**src/hdl/frac_red_pkg.sv**
```systemverilog
// ----------------------------------------------------------------------------
// frac_red_pkg: shared types and constants for the fraction reducer
// Command and status bundles passed between the controller and the datapath.
// ----------------------------------------------------------------------------
`default_nettype none

package frac_red_pkg;

  // Default operand width
  localparam int unsigned VALUE_BITS_DEF = 16;

  // Controller to datapath commands
  typedef struct packed {
    logic load;      // capture a new item
    logic gcd_step;  // one binary GCD step
    logic div_load;  // latch divisor, clear remainders
    logic div_step;  // one restoring division step on both quotients
  } cmd_t;

  // Datapath to controller status
  typedef struct packed {
    logic zero;      // an operand is zero: pass through
    logic gcd_done;  // both GCD operands equal
    logic div_last;  // current division step is the last one
  } status_t;

endpackage

`default_nettype wire

```
**src/hdl/frac_red_ctrl.sv**
```systemverilog
// ----------------------------------------------------------------------------
// frac_red_ctrl: sequencer for the fraction reducer
// Steps one item through load, GCD search, division and result strobe.
// ----------------------------------------------------------------------------
`default_nettype none

module frac_red_ctrl (
  input  wire                   clk,
  input  wire                   rst,
  input  wire                   start,
  input  wire frac_red_pkg::status_t status,
  output frac_red_pkg::cmd_t    cmd,
  output logic                  busy,
  output logic                  done
);

  typedef enum logic [3:0] {
    ST_IDLE = 4'b0001,
    ST_GCD  = 4'b0010,
    ST_DIV  = 4'b0100,
    ST_DONE = 4'b1000
  } state_t;

  state_t state, state_next;

  // Next state and commands
  always_comb begin
    state_next = state;
    cmd        = '0;
    unique case (state)
      ST_IDLE: begin
        if (start) begin
          cmd.load   = 1'b1;
          state_next = ST_GCD;
        end
      end
      ST_GCD: begin
        if (status.zero) begin
          state_next = ST_DONE;
        end else if (status.gcd_done) begin
          cmd.div_load = 1'b1;
          state_next   = ST_DIV;
        end else begin
          cmd.gcd_step = 1'b1;
        end
      end
      ST_DIV: begin
        cmd.div_step = 1'b1;
        if (status.div_last) begin
          state_next = ST_DONE;
        end
      end
      ST_DONE: begin
        state_next = ST_IDLE;
      end
      default: begin
        state_next = ST_IDLE;
      end
    endcase
  end

  always_ff @(posedge clk) begin
    if (rst) begin
      state <= ST_IDLE;
    end else begin
      state <= state_next;
    end
  end

  assign busy = (state != ST_IDLE);
  assign done = (state == ST_DONE);

endmodule

`default_nettype wire

```
**src/hdl/frac_red_dp.sv**
```systemverilog
// ----------------------------------------------------------------------------
// frac_red_dp: datapath of the fraction reducer
// Binary GCD engine followed by two restoring dividers sharing one counter.
// ----------------------------------------------------------------------------
`default_nettype none

module frac_red_dp #(
  parameter int unsigned VALUE_BITS = frac_red_pkg::VALUE_BITS_DEF
) (
  input  wire                    clk,
  input  wire frac_red_pkg::cmd_t cmd,
  input  wire [VALUE_BITS-1:0]   numer_in,
  input  wire [VALUE_BITS-1:0]   denom_in,
  output frac_red_pkg::status_t  status,
  output logic [VALUE_BITS-1:0]  numer_out,
  output logic [VALUE_BITS-1:0]  denom_out
);

  localparam int unsigned KW = $clog2(VALUE_BITS);

  // GCD operands and common power of two
  logic [VALUE_BITS-1:0] op_a, op_b;
  logic [KW-1:0]         twos;

  // Divider state: quotients double as dividend shift registers
  logic [VALUE_BITS-1:0] quo_n, quo_d;
  logic [VALUE_BITS-1:0] rem_n, rem_d;
  logic [VALUE_BITS-1:0] divisor;
  logic [KW-1:0]         cnt;

  logic [VALUE_BITS:0]   shl_n, shl_d, dif_n, dif_d;

  // Trial subtraction for both dividers
  always_comb begin
    shl_n = {rem_n, quo_n[VALUE_BITS-1]};
    shl_d = {rem_d, quo_d[VALUE_BITS-1]};
    dif_n = shl_n - {1'b0, divisor};
    dif_d = shl_d - {1'b0, divisor};
  end

  // Binary GCD: shift out twos, subtract smaller odd from larger odd
  always_ff @(posedge clk) begin
    if (cmd.load) begin
      op_a <= numer_in;
      op_b <= denom_in;
      twos <= '0;
    end else if (cmd.gcd_step) begin
      if (!op_a[0] && !op_b[0]) begin
        op_a <= op_a >> 1;
        op_b <= op_b >> 1;
        twos <= twos + KW'(1);
      end else if (!op_a[0]) begin
        op_a <= op_a >> 1;
      end else if (!op_b[0]) begin
        op_b <= op_b >> 1;
      end else if (op_a > op_b) begin
        op_a <= op_a - op_b;
      end else begin
        op_b <= op_b - op_a;
      end
    end
  end

  // Dividers: one quotient bit per cycle for each operand
  always_ff @(posedge clk) begin
    if (cmd.load) begin
      quo_n <= numer_in;
      quo_d <= denom_in;
    end else if (cmd.div_load) begin
      divisor <= op_a << twos;
      rem_n   <= '0;
      rem_d   <= '0;
      cnt     <= KW'(VALUE_BITS - 1);
    end else if (cmd.div_step) begin
      cnt <= cnt - KW'(1);
      if (!dif_n[VALUE_BITS]) begin
        rem_n <= dif_n[VALUE_BITS-1:0];
        quo_n <= {quo_n[VALUE_BITS-2:0], 1'b1};
      end else begin
        rem_n <= shl_n[VALUE_BITS-1:0];
        quo_n <= {quo_n[VALUE_BITS-2:0], 1'b0};
      end
      if (!dif_d[VALUE_BITS]) begin
        rem_d <= dif_d[VALUE_BITS-1:0];
        quo_d <= {quo_d[VALUE_BITS-2:0], 1'b1};
      end else begin
        rem_d <= shl_d[VALUE_BITS-1:0];
        quo_d <= {quo_d[VALUE_BITS-2:0], 1'b0};
      end
    end
  end

  // Status back to the controller
  always_comb begin
    status.zero     = (op_a == '0) || (op_b == '0);
    status.gcd_done = (op_a == op_b);
    status.div_last = (cnt == '0);
  end

  assign numer_out = quo_n;
  assign denom_out = quo_d;

endmodule

`default_nettype wire

```
**src/hdl/fraction_reducer.sv**
```systemverilog
// ----------------------------------------------------------------------------
// fraction_reducer: reduces a fraction to lowest terms
// Divides numerator and denominator by their greatest common divisor.
// ----------------------------------------------------------------------------
// Usage:
//   An item (numer_in, denom_in) is taken at a clock edge with start high and
//   busy low. busy then stays high until the result has been shown.
//   The result appears on numer_out/denom_out with done high for exactly one
//   cycle; the receiver cannot stall and must take it in that cycle.
//   If either operand is zero both values come back unchanged.
// Sequence:
//   Load, then the binary GCD loop (one step per cycle), then the divisor
//   latch, then the restoring dividers, then the result. Zero operands skip
//   straight to the result. One item is in flight at a time.
// Reset:
//   rst is synchronous; it returns the controller to idle and drops busy and
//   done. No clearing pass is needed.
// ----------------------------------------------------------------------------
`default_nettype none

module fraction_reducer #(
  parameter int unsigned VALUE_BITS = frac_red_pkg::VALUE_BITS_DEF
) (
  input  wire                   clk,
  input  wire                   rst,
  input  wire                   start,
  output logic                  busy,
  input  wire [VALUE_BITS-1:0]  numer_in,
  input  wire [VALUE_BITS-1:0]  denom_in,
  output logic                  done,
  output logic [VALUE_BITS-1:0] numer_out,
  output logic [VALUE_BITS-1:0] denom_out
);

  frac_red_pkg::cmd_t    cmd;
  frac_red_pkg::status_t status;

  // Sequencer
  frac_red_ctrl u_ctrl (
    .clk    (clk),
    .rst    (rst),
    .start  (start),
    .status (status),
    .cmd    (cmd),
    .busy   (busy),
    .done   (done)
  );

  // GCD and dividers
  frac_red_dp #(
    .VALUE_BITS (VALUE_BITS)
  ) u_dp (
    .clk       (clk),
    .cmd       (cmd),
    .numer_in  (numer_in),
    .denom_in  (denom_in),
    .status    (status),
    .numer_out (numer_out),
    .denom_out (denom_out)
  );

  // Result strobe only while an item is in flight
  assert property (@(posedge clk) disable iff (rst) done |-> busy)
    else $error("done without busy");

  // Result strobe lasts one cycle and frees the block
  assert property (@(posedge clk) disable iff (rst) done |=> !done && !busy)
    else $error("done held or block stuck busy");

  // Accepted item makes the block busy
  assert property (@(posedge clk) disable iff (rst) (start && !busy) |=> busy && !done)
    else $error("accepted item did not start work");

endmodule

`default_nettype wire
```
**config.mk**
```make
export PLATFORM = sky130hd
export DESIGN_NAME = fraction_reducer
export DESIGN_NICKNAME = d
export VERILOG_FILES = /design/src/hdl/frac_red_pkg.sv /design/src/hdl/frac_red_ctrl.sv /design/src/hdl/frac_red_dp.sv /design/src/hdl/fraction_reducer.sv
export SDC_FILE = /design/constraint.sdc
export NUM_CORES = 1
export LEC_CHECK = 0
export ABC_AREA = 1
export BUFFER_PORTS_ARGS = -buffer_cell sky130_fd_sc_hd__buf_4
export CORE_ASPECT_RATIO = 0.9
export CORE_UTILIZATION = 55
export DETAILED_ROUTE_END_ITERATION = 6
export PLACE_DENSITY = 0.78
export SLEW_MARGIN = 15
export SYNTH_ARGS = -nofsm -noshare
export SYNTH_HDL_FRONTEND = slang
export SYNTH_HIERARCHICAL = 1
export SYNTH_SLANG_ARGS = --single-unit
```
**constraint.sdc**
```tcl
create_clock -name clk -period 5.18 [get_ports clk]
set_clock_uncertainty 0.2 [all_clocks]
set_input_delay 1.554 -clock clk [delete_from_list [all_inputs] [get_ports clk]]
set_output_delay 1.554 -clock clk [all_outputs]
set_load 0.02 [all_outputs]
```
* After elaboration in Yosys (flattened, before gate mapping)
Index checks and enable logic that the tools add are counted.
** Word-level totals
- Bits in registers :: 124
- Output and inout port bits :: 34
** Operators by class
- Add/subtract/negate cells :: 6
- Bitwise gates (word level) :: 1
- Equality and inequality tests :: 13
- Multiplexer cells :: 37
- Shift-type cells :: 1
- Reductions and logical operators :: 19
- Order comparisons :: 1
** Operators with widths (number)
- 16-bit two-way mux :: 22
- 17-bit by 16-bit subtractor with 17-bit output :: 2
- 16-bit zero test :: 2
- 16-bit subtractor :: 2
- 4-bit two-way mux :: 5
- 16-bit equality test :: 1
- 16-bit > comparator :: 1
- 16-bit by 4-bit << shifter with 16-bit output :: 1
- 4-bit inequality test (second input constant) :: 3
- 4-bit one-hot mux with 3 select lines :: 1
- 2-bit AND reduction :: 5
- 3-bit AND reduction :: 3
- 1-bit two-way mux :: 7
- 2-bit nonzero test :: 3
- 4-bit by 1-bit adder with 4-bit output (second input constant) :: 1
- 4-bit by 1-bit equality test with 1-bit output (second input constant) :: 1
- 4-bit by 2-bit equality test with 1-bit output (second input constant) :: 1
- 4-bit by 3-bit equality test with 1-bit output (second input constant) :: 1
- 4-bit equality test (second input constant) :: 1
- 4-bit zero test :: 1
- 2-bit two-way mux :: 2
- 2-bit inequality test (second input constant) :: 2
- 4-bit by 1-bit inequality test with 1-bit output (second input constant) :: 1
- 4-bit by 1-bit subtractor with 4-bit output (second input constant) :: 1
- 7 further kinds :: 8

* Depth between registers and ports, before layout
Gate-level depths: netlist of run 1.
- Word-level depth :: 7
- Depth in mapped cells :: 17

* By module
The synthesis of run 1 kept the hierarchy.
** By module, submodules not included
- frac_red_dp :: instances 1, area each 9900.7 sq um, cells each 1404
- frac_red_ctrl :: instances 1, area each 257.7 sq um, cells each 40

* Worst setup path before layout of run 1
Ideal clock, no wire load.
- Kind :: input -> register
- From :: in start
- To :: reg u_dp.cnt[0] (enable)
- Stages on the path :: 5
- Arrival time :: 3.830 ns
- Setup time :: 0.441 ns
- Path slack :: 0.708 ns
- Path buffers :: 2
- Required time :: 4.539 ns
- Cell sequence :: nand3_1 -> inv_1 -> clkbuf_1 -> clkbuf_1 -> a21oi_1
** RTL lines
- start: declaration :: RTL line fraction_reducer.sv:26 : input wire start,
- end signal: assignment :: RTL line frac_red_dp.sv:73 : cnt <= KW'(VALUE_BITS - 1);
- end signal: assignment :: RTL line frac_red_dp.sv:75 : cnt <= cnt - KW'(1);
- end: declaration :: RTL line frac_red_dp.sv:29 : logic [KW-1:0] cnt;

==> results of run 1 <==
==> power breakdown <==
part,switching [uW],internal (uW)
clock network,458,858
registers,126,1290
logic,1360,599
total,1950,2750
==> registers in the layout, indices dropped and copies added (netlist names) <==
register        flops
u_dp/denom_out     16
u_dp/numer_out     16
u_dp/rem_n         16
u_dp/rem_d         16
u_ctrl/state        4
u_dp/divisor       16
u_dp/op_a          16
u_dp/twos           4
u_dp/cnt            4
u_dp/op_b          16
==> per-layer routing <==
metal,GRT usage,share of wire,wire [um],up-vias
li1,-,-,-,4732
met1,0.4692,0.46,13850,4447
met2,0.4593,0.40,12110,486
met3,0.08333,0.12,3446,43
met4,0.09226,0.018,550,0
met5,0,0,0,-
==> worst reg2reg max path: cells and delay by family (launching register included) <==
kind            cells  cell delay [ns]
fa+ha+maj           1             0.47
flops               1             0.49
buf+inv             4             1.04
compound gates      1             0.41
simple gates        5             0.89
==> logic make-up after synthesis <==
logic type | count (synthesis) | synth area share
adder cells (fa/ha/maj) | 71 | 0.09041
AND/OR/NAND/NOR | 796 | 0.3313
AO/OA/AOI/OAI | 159 | 0.08794
XOR/XNOR | 34 | 0.02931
multiplexers | 3 | 0.002956
flip-flops | 124 | 0.3587
buffers and inverters | 257 | 0.09939
==> layout make-up <==
type	count	area (um2)
tap	240	300.3
sequential	124	3643
timing repair buffer	73	548.0
fill	1589	6337
multi-input combinational	1063	5530
clock buffer	19	432.9
clock inverter	13	215.2
inverter	222	834.6
==> path summary, 6_finish.rpt <==
check / startpoint / end / slack (ns)
setup / recovery: u_dp/op_b[13] / u_dp/rem_n[14] / 1.34
hold / removal: u_dp/denom_out[5] / u_dp/denom_out[6] / 0.35
setup reg to reg: u_dp/op_b[13] / u_dp/rem_n[14] / 1.34
hold reg to reg: u_dp/denom_out[5] / u_dp/denom_out[6] / 0.35
==> cells in the final DEF, fill, tap and decap left out, types with 6 or more instances in the layout <==
cell type,Yosys,final
xnor2_1,8,8
o21ai_1,10,10
edfxtp_1,116,116
clkbuf_16,0,17
nor3_1,8,8
nor2_1,139,138
nand3_1,84,84
nor2_2,5,6
nand2_2,15,15
buf_4,2,73
nand2_4,6,6
a21oi_1,58,57
inv_2,6,6
inv_1,214,214
o21bai_1,16,16
xor2_1,26,26
o21ai_0,53,52
nand4_1,12,12
nand2_1,503,503
dfxtp_1,8,8
o211ai_1,10,10
ha_1,67,67
==> stage by stage <==
| stage | setup WS, ns | instance area [um2] | util |
|---|---|---|---|
| 6_report | 1.336 | 11500 | 0.6448 |
| 5_1_grt | 1.161 | 11500 | 0.6448 |
| 4_1_cts | 1.435 | 11500 | 0.6447 |
| 3_5_place_dp | 1.292 | 10850 | 0.6083 |
| 3_3_place_gp | 1.365 | 10850 | 0.6083 |
| 2_1_floorplan | 0.7085 | 10160 | - |
==> summary.md, run 1 <==
| Metric | Value |
|---|---|
| GRT Util Overall | `0.3192` |
| Final setup viols | `0` |
| Root Driver | `clkbuf_16` |
| First-pass GRT wire length | `around 46 mm` |
| Final Non-Filler Cells | `between 1500 and 2000` |
| Share of cells above drive strength 1 | `0.1037` |
| Max VDD drop | `367.4 uV` |
| Residual DRC count | `0` |
| Clk Latency, worst-skew pair | `between 0.4 and 0.5 ns` |
| Post-CTS resize count | `0` |
| Largest net degree at the start of global routing | `36` |
| WL/cell | `17.08 um` |
| Post-route clock period utilization | `0.7420` |
| DRT antenna net count | `0` |
| TritonCTS Buffers | `17` |
| Cells after Synth | `1444` |
| Least-Margin Pin Slew | `1.092 ns` |
| Critical path fanouts, max | `35` |
| Vias in the first global route | `between 8000 and 9000` |
| Synth cell types | `45` |
| Core Region | `17840 um2` |
| Placed cells | `roughly 1700` |
| WHS | `0.3497 ns` |
| RSZ-0062 raised after global routing | `no` |
| Pwr/cell area | `408.0 nW/um2` |
| Async SR Flop Fraction | `0` |
| Critical path class | `flip-flop to flip-flop` |
| Die width | `145.3 um` |
| Worst path depth | `11` |
| DR vias/cell | `5.535` |
| Most numerous cell in the Yosys netlist | `nand2_1` |
| Buffers and inverters on the worst path | `4` |
| Clock transition at the registers of the reported paths | `0.06 ns` |
| Setup TNS | `0 ns` |
| First-iteration detailed-routing DRC count | `about 1100` |
| Cell Area, Synth | `10160 um2` |
| Cts hold-fix bufs | `0` |
| Final hold vios | `0` |
| Startpoint class of the critical path | `flip-flop` |
| CTS tree | `done` |
| Post-synth top area share | `0.3429` |
| Leakage | `0.005973 uW` |
| Run status | `finished clean` |
| Syn_area_per_cell | `about 7.0 um2` |
| Fmax | `between 200 and 300 MHz` |
| Gpl congestion | `between 1 and 1.5` |
| Total power | `4694 uW` |
| Final WL | `29.95 mm` |
| Yosys reg bits | `~120` |
| CP Capture Type | `flip-flop` |
| Slew Limit Fails | `0` |
| CTS Sinks | `124` |
| Final min period | `3.844 ns` |
| Initial Utilization | `0.5694` |
| Arrival time at the worst endpoint | `3.72 ns` |
| Via count | `just under 10000` |
| Worst reg2reg path depth | `11` |
| Mapped Nets | `1550` |
| HPWL Detailed | `23.43 mm` |
| Nets | `~1600` |
| Number of max-cap violations | `0` |
| Post-CTS repair timing setup buffer count | `0` |
| Cell Chain, Critical Path | `ha_1 -> nand2_1 -> nor2_2 -> nand2_2 -> nor2_1 -> nand2_1 -> inv_1 -> clkinv_1 -> buf_4 -> a21oi_4 -> buf_4` |
| PortBufs | `just under 70` |
| Synth Flop Type | `edfxtp_1` |
| Req. time, crit path | `just over 5 ns` |
| Num rows | `46` |
| CP delay by family, top | `buffers and inverters` |
| Initial antenna violation count | `0` |
| # IOs | `69` |
| Top cells by count, synth | `503 x nand2_1, 214 x inv_1, 139 x nor2_1, 116 x edfxtp_1, 84 x nand3_1` |
| Global route overflow | `0` |
| Max-slew headroom | `0.2623` |
| Antenna Cells | `0` |
| Slowest cell on the critical path | `edfxtp_1` |
| DIE AREA | `19020 um2` |
| Area Overhead vs Synth | `13.25%` |
| Delay of the slowest critical-path stage | `between 0.4 and 0.5 ns` |
| Sequential area share after synthesis | `0.3587` |
| Warning count from the yosys run | `6` |
| Number of synthesized flops with an enable pin | `116` |
| Hold path cells | `2` |
| Drt pass-1 iters | `5` |
| Largest area contributor in the netlist | `edfxtp_1` |
| Die H | `130.9 um` |
| H-tree Lvls | `4` |
| Main area contributors after synthesis | `edfxtp_1 34%, nand2_1 19%, ha_1 8.3%, inv_1 7.9%, nor2_1 5.1%` |
| Min-delay worst type | `flip-flop to flip-flop` |
| Clock Path Buffers | `2` |
Power figures use the tool's default switching activity.
==> run 2: changes to the inputs <==
PLACE_DENSITY = 0.8   (was 0.78)
clock period = 3.32 ns   (was 5.18 ns; I/O delays follow)
==> run 2 against run 1 <==
Net effect: final area up 0.97%; combinational power up 59%; count of clock-buffer cells in the layout down 1; wire length down 0.51%; worst setup slack worse by 1.1 ns; critical path type unchanged; first-iteration DRC count up 14%.
==> summary.md, run 2 (synthesis results as in run 1) <==
| Metric | Value |
|---|---|
| Via count | `slightly below 10000` |
| Cts hold-fix bufs | `0` |
| Vias in the first global route | `about 8700` |
| # IOs | `69` |
| Final setup viols | `0` |
| HPWL Detailed | `between 20 and 25 mm` |
| CP Capture Type | `flip-flop` |
| Clock Path Buffers | `2` |
| Clock transition at the registers of the reported paths | `~0.060 ns` |
| Fraction of met1 tracks used by global routing | `0.4865` |
| Residual DRC count | `0` |
| Most common cell after layout, fill and taps aside | `nand2_1` |
| Initial antenna violation count | `0` |
| Initial Utilization | `0.5694` |
| Min-delay worst type | `flip-flop to flip-flop` |
| CTS Sinks | `124` |
| Post-route clock period utilization | `0.9348` |
| WL/cell | `16.82 um` |
| DIE AREA | `19020 um2` |
| Fmax | `322.2 MHz` |
| Commonest cells after routing, fill and taps aside | `503 x nand2_1, 214 x inv_1, 139 x nor2_1, 116 x edfxtp_1, 88 x buf_4` |
| Fillers | `1581` |
| GRT Util Overall | `0.3221` |
| Share of cells above drive strength 1 | `0.1136` |
| Area of the multi-input gates | `5528 um2` |
| Register area | `roughly 3600 um2` |
| Drt pass-1 iters | `6` |
| First-iteration detailed-routing DRC count | `between 1000 and 1500` |
| TritonCTS Buffers | `17` |
| Final WL | `around 30 mm` |
| Number of max-cap violations | `0` |
| Setup TNS | `0 ns` |
| PortBufs | `68` |
| Leakage | `approximately 0.0060 uW` |
| Max VDD drop | `549.4 uV` |
| Die width | `between 100 and 150 um` |
| Area Overhead vs Synth | `14.35%` |
| CTS tree | `done` |
| RSZ-0062 raised after global routing | `no` |
| WHS | `0.3445 ns` |
| H-tree Lvls | `4` |
| Slew Limit Fails | `0` |
| Critical path fanouts, max | `5` |
| Arrival time at the worst endpoint | `3.08 ns` |
| Antenna Cells | `0` |
| Clk Latency, worst-skew pair | `0.42 ns` |
| Max-slew headroom | `0.5675` |
| Post-CTS repair timing setup buffer count | `0` |
| First-pass GRT wire length | `between 40 and 50 mm` |
| Largest net degree at the start of global routing | `37` |
| Critical path class | `flip-flop to flip-flop` |
| Met2 Use GR | `0.4573` |
| Gpl congestion | `~1.0` |
| Req. time, crit path | `3.30 ns` |
| Core Region | `between 15000 and 20000 um2` |
| Final hold vios | `0` |
| Root Driver | `clkbuf_16` |
| Final min period | `between 3 and 4 ns` |
| Nets | `1625` |
| Least-Margin Pin Slew | `0.6479 ns` |
| DRT antenna net count | `0` |
| Startpoint class of the critical path | `flip-flop` |
| Num rows | `46` |
| DR vias/cell | `5.479` |
| Global route overflow | `0` |
| Pwr/cell area | `between 600 and 700 nW/um2` |
| Post-CTS resize count | `0` |
| Most Used Layer, Global Route | `met1` |
| Met3 Track Usage GR | `0.08090` |
| Die H | `130.9 um` |
| Run status | `finished clean` |
-- run 2: area by class of cell --
cell class                      instances  area share
Clock buffer                           18     0.03695
Clock inverter                         14     0.01379
Inverter                              222     0.07184
Multi-Input combinational cell       1063      0.4759
Sequential cell                       124      0.3137
Tap cell                              240     0.02585
Timing Repair Buffer                   91     0.06204
-- run 2: worst max-delay path, stage by stage (launching register included) --
cell and delay [ns]:
edfxtp_1 0.50, inv_1 0.20, ha_1 0.38, nand2_1 0.11, nor2_1 0.28, nor2_1 0.17, o21bai_1 0.37, nand2_1 0.18
nand3_1 0.13, nand2_1 0.09, nand2_1 0.09, nand2_1 0.05, nand2_1 0.05, nand2_1 0.04
-- run 2: power by group --
| part | leakage (uW) | internal [uW] | total [uW] | switching, uW |
|---|---|---|---|---|
| clock network | 0.000282 | 1120 | 1890 | 766 |
| registers | 0.00114 | 2010 | 2190 | 178 |
| logic | 0.00462 | 1010 | 3110 | 2110 |
| total | 0.00604 | 4140 | 7190 | 3050 |
-- run 2: path summary, 6_finish.rpt --
check | startpoint | cells past startpoint | end | slack (ns)
hold reg to reg | u_dp/denom_out[4] | 2 | u_dp/denom_out[5] | 0.34
setup / recovery | u_dp/op_a[1] | 13 | u_dp/op_b[13] | 0.22
hold / removal | u_dp/denom_out[4] | 2 | u_dp/denom_out[5] | 0.34
setup reg to reg | u_dp/op_a[1] | 13 | u_dp/op_b[13] | 0.22
-- run 2: stage by stage --
step | std cells | util | worst slack [ns] | instance area [um2] | total power [uW]
6_report | 1772 | 0.6511 | 0.2165 | 11620 | 7187
5_1_grt | 1772 | 0.6511 | 0.09281 | 11620 | 7566
4_1_cts | 1772 | 0.6511 | 0.2904 | 11620 | 7104
3_5_place_dp | 1740 | 0.6180 | 0.3372 | 11030 | 5203
3_3_place_gp | 1740 | 0.6180 | 0.3700 | 11030 | 5204
2_1_floorplan | 1444 | - | 0.1020 | 10170 | 4209
-- run 2: per-layer routing --
layer / vias up / part of all wire / wire length [um]
li1: 4773 / - / -
met1: 4363 / 0.46 / 13820
met2: 530 / 0.40 / 11880
met3: 43 / 0.12 / 3656
met4: 0 / 0.015 / 436
met5: - / 0 / 0
